**src/hdl/assert_macros.svh**
```systemverilog
// Assertion macros shared by the QOI decoder RTL.
// Each check is clocked on clk_i and is disabled while rst_ni is low.
`ifndef ASSERT_MACROS_SVH
`define ASSERT_MACROS_SVH

// Require a property on every rising clock edge.
`define QSD_ASSERT(lbl, prop, msg) \
  lbl: assert property (@(posedge clk_i) disable iff (!rst_ni) prop) else $error(msg);

// Require that a condition never holds on a rising clock edge.
`define QSD_NEVER(lbl, cond, msg) \
  lbl: assert property (@(posedge clk_i) disable iff (!rst_ni) !(cond)) else $error(msg);

`endif

```
**src/hdl/qsd_pkg.sv**
```systemverilog
// Shared types, constants and the index hash of the QOI stream decoder.
// No dependencies; every other RTL file imports this package.
`timescale 1ns / 1ps

package qsd_pkg;

  localparam int unsigned INDEX_ENTRIES = 64;
  localparam int unsigned IDX_AW        = $clog2(INDEX_ENTRIES);
  localparam int unsigned HEADER_BYTES  = 14;
  localparam int unsigned HDR_W         = 4;
  localparam int unsigned DIM_W         = 15;
  localparam int unsigned TOTAL_W       = 2 * DIM_W;
  localparam int unsigned RUN_W         = 6;
  localparam int unsigned PDATA_W       = 32;
  localparam int unsigned PADDR_W       = 3;

  // Register byte addresses
  localparam logic [PADDR_W-1:0] ADDR_WIDTH  = 3'd0;
  localparam logic [PADDR_W-1:0] ADDR_HEIGHT = 3'd4;

  // Which payload byte the chunk parser expects next
  localparam logic [3:0] PEND_NONE   = 4'd0;
  localparam logic [3:0] PEND_LUMA   = 4'd1;
  localparam logic [3:0] PEND_RGB_R  = 4'd2;
  localparam logic [3:0] PEND_RGB_G  = 4'd3;
  localparam logic [3:0] PEND_RGB_B  = 4'd4;
  localparam logic [3:0] PEND_RGBA_R = 4'd5;
  localparam logic [3:0] PEND_RGBA_G = 4'd6;
  localparam logic [3:0] PEND_RGBA_B = 4'd7;
  localparam logic [3:0] PEND_RGBA_A = 4'd8;

  // Chunk tags
  localparam logic [7:0] TAG_RGB   = 8'hFE;
  localparam logic [7:0] TAG_RGBA  = 8'hFF;
  localparam logic [1:0] OP_INDEX  = 2'b00;
  localparam logic [1:0] OP_DIFF   = 2'b01;
  localparam logic [1:0] OP_LUMA   = 2'b10;
  localparam logic [1:0] OP_RUN    = 2'b11;

  typedef struct packed {
    logic [7:0] r;
    logic [7:0] g;
    logic [7:0] b;
    logic [7:0] a;
  } pixel_t;

  localparam pixel_t PIXEL_RESET = '{r: 8'h00, g: 8'h00, b: 8'h00, a: 8'hFF};

  // One emission job: a pixel repeated count times
  typedef struct packed {
    pixel_t             pixel;
    logic [RUN_W-1:0]   count;
    logic               done;
  } job_t;

  // Index write request
  typedef struct packed {
    logic              en;
    logic [IDX_AW-1:0] addr;
    pixel_t            data;
  } idx_wr_t;

  // Standard QOI hash: (3r + 5g + 7b + 11a) mod 64
  function automatic logic [IDX_AW-1:0] pixel_hash(input pixel_t p);
    logic [IDX_AW-1:0] h;
    h = p.r[IDX_AW-1:0] * IDX_AW'(3) + p.g[IDX_AW-1:0] * IDX_AW'(5)
      + p.b[IDX_AW-1:0] * IDX_AW'(7) + p.a[IDX_AW-1:0] * IDX_AW'(11);
    return h;
  endfunction

endpackage

```
**src/hdl/qsd_index_ram.sv**
```systemverilog
// Colour index memory: 64 x 32 bit, one read and one write port, registered read.
// Depends on qsd_pkg. Valid bits stand in for the cleared reset contents.
`timescale 1ns / 1ps

module qsd_index_ram import qsd_pkg::*; (
  input  logic              clk_i,
  input  logic              rst_ni,
  input  logic              rd_en_i,
  input  logic [IDX_AW-1:0] rd_addr_i,
  input  idx_wr_t           wr_i,
  output pixel_t            rd_data_o
);

  pixel_t                   mem [INDEX_ENTRIES];
  logic [INDEX_ENTRIES-1:0] valid_q;
  pixel_t                   rd_q;
  logic                     rd_vld_q;
  logic [IDX_AW-1:0]        rd_addr_q;
  logic                     last_vld_q;
  logic [IDX_AW-1:0]        last_addr_q;
  pixel_t                   last_data_q;
  logic                     fwd_hit;

  always_ff @(posedge clk_i) begin
    if (wr_i.en) begin
      mem[wr_i.addr] <= wr_i.data;
    end
    if (rd_en_i) begin
      rd_q <= mem[rd_addr_i];
    end
  end

  always_ff @(posedge clk_i or negedge rst_ni) begin
    if (!rst_ni) begin
      valid_q    <= '0;
      rd_vld_q   <= 1'b0;
      last_vld_q <= 1'b0;
    end else begin
      if (rd_en_i) begin
        rd_vld_q <= valid_q[rd_addr_i];
      end
      if (wr_i.en) begin
        valid_q[wr_i.addr] <= 1'b1;
        last_vld_q         <= 1'b1;
      end
    end
  end

  always_ff @(posedge clk_i) begin
    if (rd_en_i) begin
      rd_addr_q <= rd_addr_i;
    end
    if (wr_i.en) begin
      last_addr_q <= wr_i.addr;
      last_data_q <= wr_i.data;
    end
  end

  // The most recent write wins over a read that raced it
  assign fwd_hit   = last_vld_q && (last_addr_q == rd_addr_q);
  assign rd_data_o = fwd_hit  ? last_data_q :
                     rd_vld_q ? rd_q        : '0;

endmodule

```
**src/hdl/qsd_chunk_decoder.sv**
```systemverilog
// Chunk parser: holds one byte, updates the current pixel and issues index writes
// and emission jobs. Depends on qsd_pkg and assert_macros.svh.
`timescale 1ns / 1ps
`include "assert_macros.svh"

module qsd_chunk_decoder import qsd_pkg::*; (
  input  logic               clk_i,
  input  logic               rst_ni,
  input  logic               in_accept_i,
  input  logic [7:0]         byte_i,
  input  logic [TOTAL_W-1:0] total_i,
  input  pixel_t             idx_rdata_i,
  input  logic               job_free_i,
  output logic               in_stall_o,
  output logic               job_load_o,
  output job_t               job_o,
  output idx_wr_t            idx_wr_o
);

  logic               s1_vld_q;
  logic [7:0]         s1_byte_q;
  logic [HDR_W-1:0]   hdr_q, hdr_d;
  logic [3:0]         pend_q, pend_d;
  logic [5:0]         luma_q, luma_d;
  logic [TOTAL_W-1:0] emitted_q;
  pixel_t             pix_q, pix_d;
  logic               complete;
  logic [RUN_W-1:0]   run_len;
  logic [RUN_W-1:0]   emit_n;
  logic [TOTAL_W-1:0] left;
  logic               fire;
  logic [7:0]         b;

  assign b = s1_byte_q;

  always_comb begin
    pix_d    = pix_q;
    pend_d   = pend_q;
    luma_d   = luma_q;
    hdr_d    = hdr_q;
    complete = 1'b0;
    run_len  = RUN_W'(1);
    if (!s1_vld_q) begin
      hdr_d = hdr_q;
    end else if (hdr_q != '0) begin
      hdr_d = hdr_q - HDR_W'(1);
    end else if (emitted_q >= total_i) begin
      hdr_d = hdr_q;
    end else begin
      unique case (pend_q) inside
        PEND_LUMA: begin
          pix_d.r  = pix_q.r + {2'b0, luma_q} + {4'b0, b[7:4]} + 8'd216;
          pix_d.g  = pix_q.g + {2'b0, luma_q} + 8'd224;
          pix_d.b  = pix_q.b + {2'b0, luma_q} + {4'b0, b[3:0]} + 8'd216;
          pend_d   = PEND_NONE;
          complete = 1'b1;
        end
        PEND_RGB_R, PEND_RGBA_R: begin
          pix_d.r = b;
          pend_d  = pend_q + 4'd1;
        end
        PEND_RGB_G, PEND_RGBA_G: begin
          pix_d.g = b;
          pend_d  = pend_q + 4'd1;
        end
        PEND_RGBA_B: begin
          pix_d.b = b;
          pend_d  = pend_q + 4'd1;
        end
        PEND_RGB_B: begin
          pix_d.b  = b;
          pend_d   = PEND_NONE;
          complete = 1'b1;
        end
        PEND_RGBA_A: begin
          pix_d.a  = b;
          pend_d   = PEND_NONE;
          complete = 1'b1;
        end
        PEND_NONE: begin
          if (b == TAG_RGB) begin
            pend_d = PEND_RGB_R;
          end else if (b == TAG_RGBA) begin
            pend_d = PEND_RGBA_R;
          end else begin
            unique case (b[7:6])
              OP_INDEX: begin
                pix_d    = idx_rdata_i;
                complete = 1'b1;
              end
              OP_DIFF: begin
                pix_d.r  = pix_q.r + {6'b0, b[5:4]} + 8'd254;
                pix_d.g  = pix_q.g + {6'b0, b[3:2]} + 8'd254;
                pix_d.b  = pix_q.b + {6'b0, b[1:0]} + 8'd254;
                complete = 1'b1;
              end
              OP_LUMA: begin
                luma_d = b[5:0];
                pend_d = PEND_LUMA;
              end
              OP_RUN: begin
                run_len  = b[5:0] + RUN_W'(1);
                complete = 1'b1;
              end
              default: begin
                complete = 1'b0;
              end
            endcase
          end
        end
        default: begin
          pend_d = PEND_NONE;
        end
      endcase
    end
  end

  // Clip the run at the pixels left in the image
  assign left   = total_i - emitted_q;
  assign emit_n = (left < TOTAL_W'(run_len)) ? left[RUN_W-1:0] : run_len;

  // Advance when no job is produced or the output slot frees up
  assign fire       = s1_vld_q && (!complete || job_free_i);
  assign in_stall_o = s1_vld_q && !fire;

  assign job_load_o   = fire && complete;
  assign job_o.pixel  = pix_d;
  assign job_o.count  = emit_n;
  assign job_o.done   = (left == TOTAL_W'(emit_n));

  assign idx_wr_o.en   = fire && complete;
  assign idx_wr_o.addr = pixel_hash(pix_d);
  assign idx_wr_o.data = pix_d;

  always_ff @(posedge clk_i or negedge rst_ni) begin
    if (!rst_ni) begin
      s1_vld_q  <= 1'b0;
      hdr_q     <= HDR_W'(HEADER_BYTES);
      pend_q    <= PEND_NONE;
      luma_q    <= '0;
      emitted_q <= '0;
      pix_q     <= PIXEL_RESET;
    end else begin
      if (in_accept_i) begin
        s1_vld_q <= 1'b1;
      end else if (fire) begin
        s1_vld_q <= 1'b0;
      end
      if (fire) begin
        hdr_q  <= hdr_d;
        pend_q <= pend_d;
        luma_q <= luma_d;
        pix_q  <= pix_d;
        if (complete) begin
          emitted_q <= emitted_q + TOTAL_W'(emit_n);
        end
      end
    end
  end

  always_ff @(posedge clk_i) begin
    if (in_accept_i) begin
      s1_byte_q <= byte_i;
    end
  end

  `QSD_ASSERT(a_hold_stalled_byte, (s1_vld_q && !fire) |=> (s1_vld_q && $stable(s1_byte_q)), "stalled byte lost")
  `QSD_NEVER(a_no_pixel_in_header, s1_vld_q && (hdr_q != '0) && job_load_o, "pixel emitted from header byte")

endmodule

```
**src/hdl/qsd_pixel_out.sv**
```systemverilog
// Output register: holds one emission job and repeats its pixel count times.
// Depends on qsd_pkg and assert_macros.svh.
`timescale 1ns / 1ps
`include "assert_macros.svh"

module qsd_pixel_out import qsd_pkg::*; (
  input  logic   clk_i,
  input  logic   rst_ni,
  input  logic   job_load_i,
  input  job_t   job_i,
  input  logic   out_stall_i,
  output logic   job_free_o,
  output logic   out_valid_o,
  output pixel_t pixel_o,
  output logic   last_o,
  output logic   done_o
);

  logic job_vld_q;
  job_t job_q;
  logic out_acc;
  logic last_copy;

  assign out_acc    = job_vld_q && !out_stall_i;
  assign last_copy  = (job_q.count == RUN_W'(1));
  assign job_free_o = !job_vld_q || (out_acc && last_copy);

  always_ff @(posedge clk_i or negedge rst_ni) begin
    if (!rst_ni) begin
      job_vld_q <= 1'b0;
    end else if (job_load_i) begin
      job_vld_q <= 1'b1;
    end else if (out_acc && last_copy) begin
      job_vld_q <= 1'b0;
    end
  end

  always_ff @(posedge clk_i) begin
    if (job_load_i) begin
      job_q <= job_i;
    end else if (out_acc) begin
      job_q.count <= job_q.count - RUN_W'(1);
    end
  end

  assign out_valid_o = job_vld_q;
  assign pixel_o     = job_q.pixel;
  assign last_o      = last_copy;
  assign done_o      = job_q.done && last_copy;

  `QSD_NEVER(a_no_empty_job, job_vld_q && (job_q.count == '0), "job held with zero count")
  `QSD_ASSERT(a_run_continues, (out_acc && !last_copy) |=> (job_vld_q && $stable(job_q.pixel)), "run cut short")

endmodule

```
**src/hdl/qoi_stream_decoder.sv**
```systemverilog
// QOI stream decoder, one file byte per beat. A completing byte passes the parser stage
// register, then its job loads the output register. Throughput: one byte per cycle, set
// by the one-stage parser and registered index read; a chunk-completing byte waits while
// the output register repeats an earlier run, so a run of n pixels takes n out beats.
// Reset (async, active low) clears control state and index valid bits at once; no clear pass.
// Registers: frame width at 0x0, frame height at 0x4, 15 bits each, reset 1.
`timescale 1ns / 1ps

module qoi_stream_decoder import qsd_pkg::*; (
  input  logic               clk_i,
  input  logic               rst_ni,
  // configuration port
  input  logic               psel,
  input  logic               penable,
  input  logic               pwrite,
  input  logic [PADDR_W-1:0] paddr,
  input  logic [PDATA_W-1:0] pwdata,
  output logic [PDATA_W-1:0] prdata,
  output logic               pready,
  // byte input
  input  logic               in_valid_i,
  output logic               in_stall_o,
  input  logic [7:0]         stream_byte_i,
  // pixel output
  output logic               out_valid_o,
  input  logic               out_stall_i,
  output logic [7:0]         red_o,
  output logic [7:0]         green_o,
  output logic [7:0]         blue_o,
  output logic [7:0]         alpha_o,
  output logic               last_of_run_o,
  output logic               image_done_o
);

  logic [DIM_W-1:0]   width_q;
  logic [DIM_W-1:0]   height_q;
  logic [TOTAL_W-1:0] total_q;
  logic               cfg_wr;
  logic               in_accept;
  pixel_t             idx_rdata;
  idx_wr_t            idx_wr;
  job_t               job;
  logic               job_load;
  logic               job_free;
  pixel_t             out_pixel;

  // Register writes complete in the access phase; pready is tied high.
  // Bit 2 of the byte address selects the register for writes; reads decode the full address.
  assign pready = 1'b1;
  assign cfg_wr = psel && penable && pwrite;

  always_ff @(posedge clk_i or negedge rst_ni) begin
    if (!rst_ni) begin
      width_q  <= DIM_W'(1);
      height_q <= DIM_W'(1);
      total_q  <= TOTAL_W'(1);
    end else begin
      if (cfg_wr && (paddr[2] == ADDR_WIDTH[2])) begin
        width_q <= pwdata[DIM_W-1:0];
      end
      if (cfg_wr && (paddr[2] == ADDR_HEIGHT[2])) begin
        height_q <= pwdata[DIM_W-1:0];
      end
      // Pixel total, registered so the multiply stays off the decode path.
      // Writes must land only while idle (the block does not enforce it); then the lag never shows.
      total_q <= TOTAL_W'(width_q) * TOTAL_W'(height_q);
    end
  end

  always_comb begin
    unique case (paddr)
      ADDR_WIDTH:  prdata = PDATA_W'(width_q);
      ADDR_HEIGHT: prdata = PDATA_W'(height_q);
      default:     prdata = '0;
    endcase
  end

  // Accept a byte whenever the parser stage is empty or advancing
  assign in_accept = in_valid_i && !in_stall_o;

  // The index read is launched with the accepted byte; an INDEX tag's slot is
  // simply its low six bits, so no state is needed to form the address.
  qsd_index_ram u_index_ram (
    .clk_i     (clk_i),
    .rst_ni    (rst_ni),
    .rd_en_i   (in_accept),
    .rd_addr_i (stream_byte_i[IDX_AW-1:0]),
    .wr_i      (idx_wr),
    .rd_data_o (idx_rdata)
  );

  // Parse the held byte against read data, update the pixel, write the index
  // and hand completed chunks to the output register.
  qsd_chunk_decoder u_decoder (
    .clk_i       (clk_i),
    .rst_ni      (rst_ni),
    .in_accept_i (in_accept),
    .byte_i      (stream_byte_i),
    .total_i     (total_q),
    .idx_rdata_i (idx_rdata),
    .job_free_i  (job_free),
    .in_stall_o  (in_stall_o),
    .job_load_o  (job_load),
    .job_o       (job),
    .idx_wr_o    (idx_wr)
  );

  // Repeat the job's pixel one beat at a time
  qsd_pixel_out u_pixel_out (
    .clk_i       (clk_i),
    .rst_ni      (rst_ni),
    .job_load_i  (job_load),
    .job_i       (job),
    .out_stall_i (out_stall_i),
    .job_free_o  (job_free),
    .out_valid_o (out_valid_o),
    .pixel_o     (out_pixel),
    .last_o      (last_of_run_o),
    .done_o      (image_done_o)
  );

  assign red_o   = out_pixel.r;
  assign green_o = out_pixel.g;
  assign blue_o  = out_pixel.b;
  assign alpha_o = out_pixel.a;

endmodule

```
**config.mk**
```make
export PLATFORM = sky130hd
export DESIGN_NAME = qoi_stream_decoder
export DESIGN_NICKNAME = d
export VERILOG_FILES = /design/src/hdl/qsd_pkg.sv /design/src/hdl/qsd_index_ram.sv /design/src/hdl/qsd_chunk_decoder.sv /design/src/hdl/qsd_pixel_out.sv /design/src/hdl/qoi_stream_decoder.sv
export VERILOG_INCLUDE_DIRS = /design/src /design/src/hdl
export SDC_FILE = /design/constraint.sdc
export NUM_CORES = 2
export LEC_CHECK = 0
export BUFFER_PORTS_ARGS = -buffer_cell sky130_fd_sc_hd__buf_2
export CORE_ASPECT_RATIO = 0.8
export CORE_MARGIN = 5
export CORE_UTILIZATION = 35
export DETAILED_ROUTE_END_ITERATION = 6
export GPL_TIMING_DRIVEN = 0
export HOLD_SLACK_MARGIN = 0.08
export PLACE_DENSITY_LB_ADDON = 0.05
export SLEW_MARGIN = 20
export SYNTH_ARGS = -nofsm -noshare
export SYNTH_HDL_FRONTEND = slang
export SYNTH_HIERARCHICAL = 1
export SYNTH_SLANG_ARGS = --single-unit
```
**constraint.sdc**
```tcl
create_clock -name clk_i -period 12.5 [get_ports clk_i]
set_clock_uncertainty 0.1 [all_clocks]
set_input_delay 1.25 -clock clk_i [delete_from_list [all_inputs] [get_ports clk_i]]
set_output_delay 1.25 -clock clk_i [all_outputs]
set_load 0.01 [all_outputs]
```
Yosys cells after proc, flatten, opt, wreduce, memory -nomap -nowiden
Memory sizes are Yosys's and may differ from the RTL's. A register that Yosys moved wholly into a read port is not among the register bits.
Index checks and enable logic that the tools add are counted.

word-level totals
  flip-flop bits (word level) = 263
  output and inout port bits = 69
  RAM bits = 2048
  memories = 1
  logic and storage cells = 165
  bits of input ports = 50

operators by class
  order comparisons = 5
  multiply operators = 5
  equality and inequality tests = 18
  muxes and demuxes = 45
  $add $sub $neg = 23
  reductions and logical operators = 37
  bitwise gates (word level) = 6

memories
  name             words  bits a word  rd ports  clocked after Yosys merged registers in  write ports  RTL line             source
  u_index_ram.mem  64     32           1         1                                        1            qsd_index_ram.sv:14  pixel_t mem [INDEX_ENTRIES];

operator list
  cell                                                  count
  two-way mux 32 bit                                    7
  one-hot mux 8 bit (3 select lines)                    3
  bitwise OR 64 bit                                     1
  two-way mux 6 bit                                     10
  adder 8 bit (second input constant)                   6
  one-hot mux 24 bit (2 select lines)                   1
  adder 30 x 6 -> 30 bit                                1
  equality test 30 x 6 -> 1 bit                         1
  >= comparator 30 bit                                  1
  < comparator 30 x 6 -> 1 bit                          1
  multiplier 15 x 15 -> 30 bit                          1
  one-hot mux 15 bit (2 select lines)                   1
  subtractor 30 bit                                     1
  adder 8 x 2 -> 8 bit                                  3
  adder 8 x 6 -> 8 bit                                  3
  adder 6 bit                                           3
  adder 8 x 4 -> 8 bit                                  2
  equality test 4 x 3 -> 1 bit (second input constant)  4
  equality test 8 bit (second input constant)           2
  one-hot mux 8 bit (2 select lines)                    1
  < comparator 6 x 7 -> 1 bit (second input constant)   2
  two-way mux 1 bit                                     14
  logical AND 1 bit                                     13
  multiplier 6 x 3 -> 6 bit (second input constant)     2
  other kinds (37)                                      55

Logic depth before layout (Yosys ltp)
  depth in word-level cells = 19
  mapped depth = 36
  depth with buffers taken out = 35

Modules after synthesis
The synthesis kept the hierarchy.

modules (own cells, without submodules)
  module              cells an instance  seq. area each (µm²)  area an instance (µm²)  times used
  qsd_index_ram       3683               65432.8               82763.1                 1
  qsd_chunk_decoder   1280               2180.8                10620.2                 1
  qoi_stream_decoder  1035               1505.2                9894.5                  1
  qsd_pixel_out       103                1196.1                1640.3                  1

Worst setup path after synthesis
OpenSTA, ideal clock, no wires.

  kind = register to register
  from = register total_q[0]
  to = memory u_index_ram/mem[48][0] (netlist name), enable pin
  cell stages (with the launch flop) = 32
  period minus slack after synthesis = 12.515 ns
  buffers on the path = 2
  arrival = 11.953 ns
  library setup time = 0.462 ns
  slack = -0.015 ns
  required time = 11.938 ns
  cells stage by stage = dfstp_2 > inv_1 > ha_1 > inv_1 > fa_1 > and3_1 > o211ai_1 > nand4_1 > o211ai_1 > a211oi_2 > buf_2 > o21ai_1 > o21ai_0 > ha_1 > inv_1 > fa_1 > fa_1 > fa_1 > fa_1 > inv_1 > ha_1 > a21o_1 > a21oi_1 > xnor2_1 > xnor2_1 > xnor2_1 > xnor2_1 > xnor3_1 > clkbuf_1 > nand4b_1 > or2_2 > nor3_1

RTL lines
  element                 RTL line                  source
  from (decl)             qoi_stream_decoder.sv:37  logic [TOTAL_W-1:0] total_q;
  from (signal assigned)  qoi_stream_decoder.sv:66  total_q <= TOTAL_W'(width_q) * TOTAL_W'(height_q);
  to (decl)               qsd_index_ram.sv:14

==> flow_summary.toml <==
[floorplanning]
die_w_um = 622
initial_core_util = 0.352
num_rows = 179
core_sq_um = 298000
die-area_sq_um = 311000
ioPinCount = 119
die_height_um = 500

[placed_design]
dp_slack_ns = 1.42
place_hpwl_um = 251000
dp_cells = 10400
placed_area_sq_um = 116000
placement.io_buffers = 82
gp_congestion = 0.842

[setup_path]
critical_path.endpoint_type = "register"
critPathMaxStageDelay_ns = 0.78
crit_type = "reg2reg"
cp-start-kind = "register"
cp_max_fo = 19
crit_arrival_ns = 11.76
cp_num_buf_inv = 9
cpMostUsedCell = "fa_1"
required_ns = 12.95
critPathTopFamily = "adder cells"
slowest_stage = "nand3b_1"

[logic_synthesis]
synth_cells = 6101
synth-simple-area-share = 0.0450
synthMuxAreaShare = 0.123
seq_area_frac_synth = 0.670
synth_cell_types = 87
avgSynthCellArea_sq_um = 17.2
yosysWarnings = 6
synth-edff-count = 2171
synth_top_family_by_area = "multiplexers"
synthAdderAreaFrac = 0.0665
synthArstFlopShare = 0.0859
ys.flop_type = "edfxtp_1"
syn-cell-area_sq_um = 105000
ys_ff_latch = 2375
synthXorXnorAreaFrac = 0.0122
synth_compound_area_frac = 0.0506

[power]
seqPwrFrac = 0.294
p_sw_mw = 16.0
p_clk_frac = 0.205
internal_power_mw = 21.5
combPwrFrac = 0.501
vdd_ir_drop_max_mv = 0.842
p_leak_nw = 43.0
p_total_mw = 37.5
power.density_nw_per_um2 = 301
swShare = 0.427

[layout]
nFillCells = 26700
final_common_cell = "edfxtp_1"
final_cell_mix = "2,171 x edfxtp_1, 520 x mux4_2, 365 x inv_1"
layout-area-overhead-vs-synth_pct = 18.5
design_area_sq_um = 124000
drive_gt1_frac = 0.236
fin_util = 0.417
nets = 7160
stdcell_count = 10900

[clock_tree]
cts_tree = "built"
cts_buffers = 270
cts_root_buffer = "clkbuf_16"
cts.sinks = 2375
cts_max_path_buffers = 4
htreeDepth = 5
post_cts_resize_count = 0
clk_latency_ns = 0.86
postCtsHoldBufs = 0
clk_pin_slew_ns = 0.05
cts_setup_buffers = 0

[detailed_routing]
avgViaCountPerCell = 5.46
drt_wl_total_um = 345000
num_vias = 59400
postRouteAntennaNets = 0
wire_per_inst_um = 31.7
first_pass_iters = 7
drtIter0Drc = 6502
drc_errors = 0

[outcome]
status = "finished clean"

[timing]
worstMarginPinSlew_ns = 1.32
period_share = 0.905
setup_viol_count_final = 0
setup_slack_ns = 1.19
finalCriticalPeriod_ns = 11.31
timing.final.hold_violations = 0
rsz0062_at_grt = "false"
worst_hold_slack_ns = 0.291
fmax_ghz = 0.0884
slew_headroom = 0.123
slew_violations = 0
tns_ns = 0

[global_route]
grt_max_degree = 72
antenna_found_initial = 38
grt_pass1_vias = 58200
grt_pass1_wl_um = 478000
grt_util_all_layers = 0.217
grt-ovfl-total = 0

[job]
max_cap_viol_count = 0

[hold_path]
hold_class = "in2async"
## synth_stat cells (all sizes together) (7+ instances only)
cell,n,area (sq um)
fa,206,4120
mux2i,53,531
nor2b,27,169
a222oi,7,70.1
o21bai,18,135
a22oi,250,1880
a21o,39,293
a31oi,10,62.6
nor4,17,131
nand3,65,325
buf,193,1290
nand2b,20,125
xor2,29,254
nor2,184,693
mux2,59,672
clkbuf,183,687
nand4,29,196
dfstp,14,368
ha,228,2850
inv,378,1420
or2,73,457
o211ai,13,97.6
o21ai,127,639
and2,148,926
mux4,520,11700
xnor2,115,1010
a221oi,8,70.1
nand2,297,1110
o22ai,12,75.1
nor3,18,90.1
o21a,11,82.6
a21oi,260,1310
edfxtp,2171,65200
dfrtp,190,4750
or4,28,210
and3,10,62.6
## per-layer routing
layer	vias to the layer above	part of all wire	GRT usage
met3	359	0.069	0.0330
met5	-	0	0
li1	24700	-	-
met2	2088	0.42	0.307
met1	32200	0.49	0.354
met4	0	0.019	0.0417
## state kept, by name, summed over array words and instances, names as in the netlist
name / count
u_decoder/luma_q: 6
u_index_ram/mem: 2048
u_pixel_out/out_valid_o: 1
u_index_ram/last_vld_q: 1
u_index_ram/valid_q: 64
u_decoder/pix_q: 32
u_pixel_out/job_q: 7
u_decoder/emitted_q: 30
total_q: 30
u_index_ram/rd_vld_q: 1
u_decoder/s1_vld_q: 1
u_decoder/hdr_q: 4
u_index_ram/last_data_q: 32
u_decoder/b: 8
width_q: 15
u_decoder/pend_q: 4
u_index_ram/rd_addr_q: 6
height_q: 15
u_index_ram/last_addr_q: 6
u_pixel_out/pixel_o: 32
u_index_ram/rd_q: 32
## cells by family after synthesis
kind of cell               Yosys count
muxes                              632
and+or+nand+nor                    943
AOI/OAI and AO/OA                  816
other                                2
DFF                               2375
buffers and inverters              754
adders and majority gates          434
xor gates and xnor gates           145
## final timing paths
kind	slack, ns	start	to	cells after the start
setup / recovery	1.19	total_q[0]$_DFF_PN1_	u_index_ram/mem[43][1]$_DFFE_PP_	33
hold / removal	0.29	rst_ni	u_pixel_out/out_valid_o$_DFFE_PN0P_	1
setup reg to reg	1.19	total_q[0]$_DFF_PN1_	u_index_ram/mem[43][1]$_DFFE_PP_	33
hold reg to reg	0.36	u_index_ram/valid_q[60]$_DFFE_PN0P_	u_index_ram/valid_q[60]$_DFFE_PN0P_	1
max in group asynchronous	11.12	rst_ni	u_index_ram/valid_q[10]$_DFFE_PN0P_	2
min in group clk_i	0.36	u_index_ram/valid_q[60]$_DFFE_PN0P_	u_index_ram/valid_q[60]$_DFFE_PN0P_	1
## cell type report
| cell class | count | area, sq um | area share |
|---|---|---|---|
| clock inverters | 124 | 1010 | 0.00815 |
| flip-flops and latches | 2375 | 70300 | 0.565 |
| plain buffers | 376 | 1990 | 0.0160 |
| multi-input cells | 2988 | 32000 | 0.258 |
| well taps | 3982 | 4980 | 0.0401 |
| diodes | 21 | 52.6 | 0.000423 |
| repair buffers | 287 | 5180 | 0.0416 |
| clock buffers | 343 | 7340 | 0.0590 |
| inverters | 378 | 1450 | 0.0117 |
## power groups by stage
stage / Clock, mW / Combinational, mW / Sequential, mW
after global placement: 0 / 16.6 / 11.8
final: 7.67 / 18.8 / 11.0
after global routing: 8.21 / 20.5 / 11.1
after floorplan: 0 / 11.6 / 11.3
after CTS: 7.88 / 18.8 / 11.0
after detailed placement: 0 / 18.6 / 11.2
(Power assumes the default switching activity.)
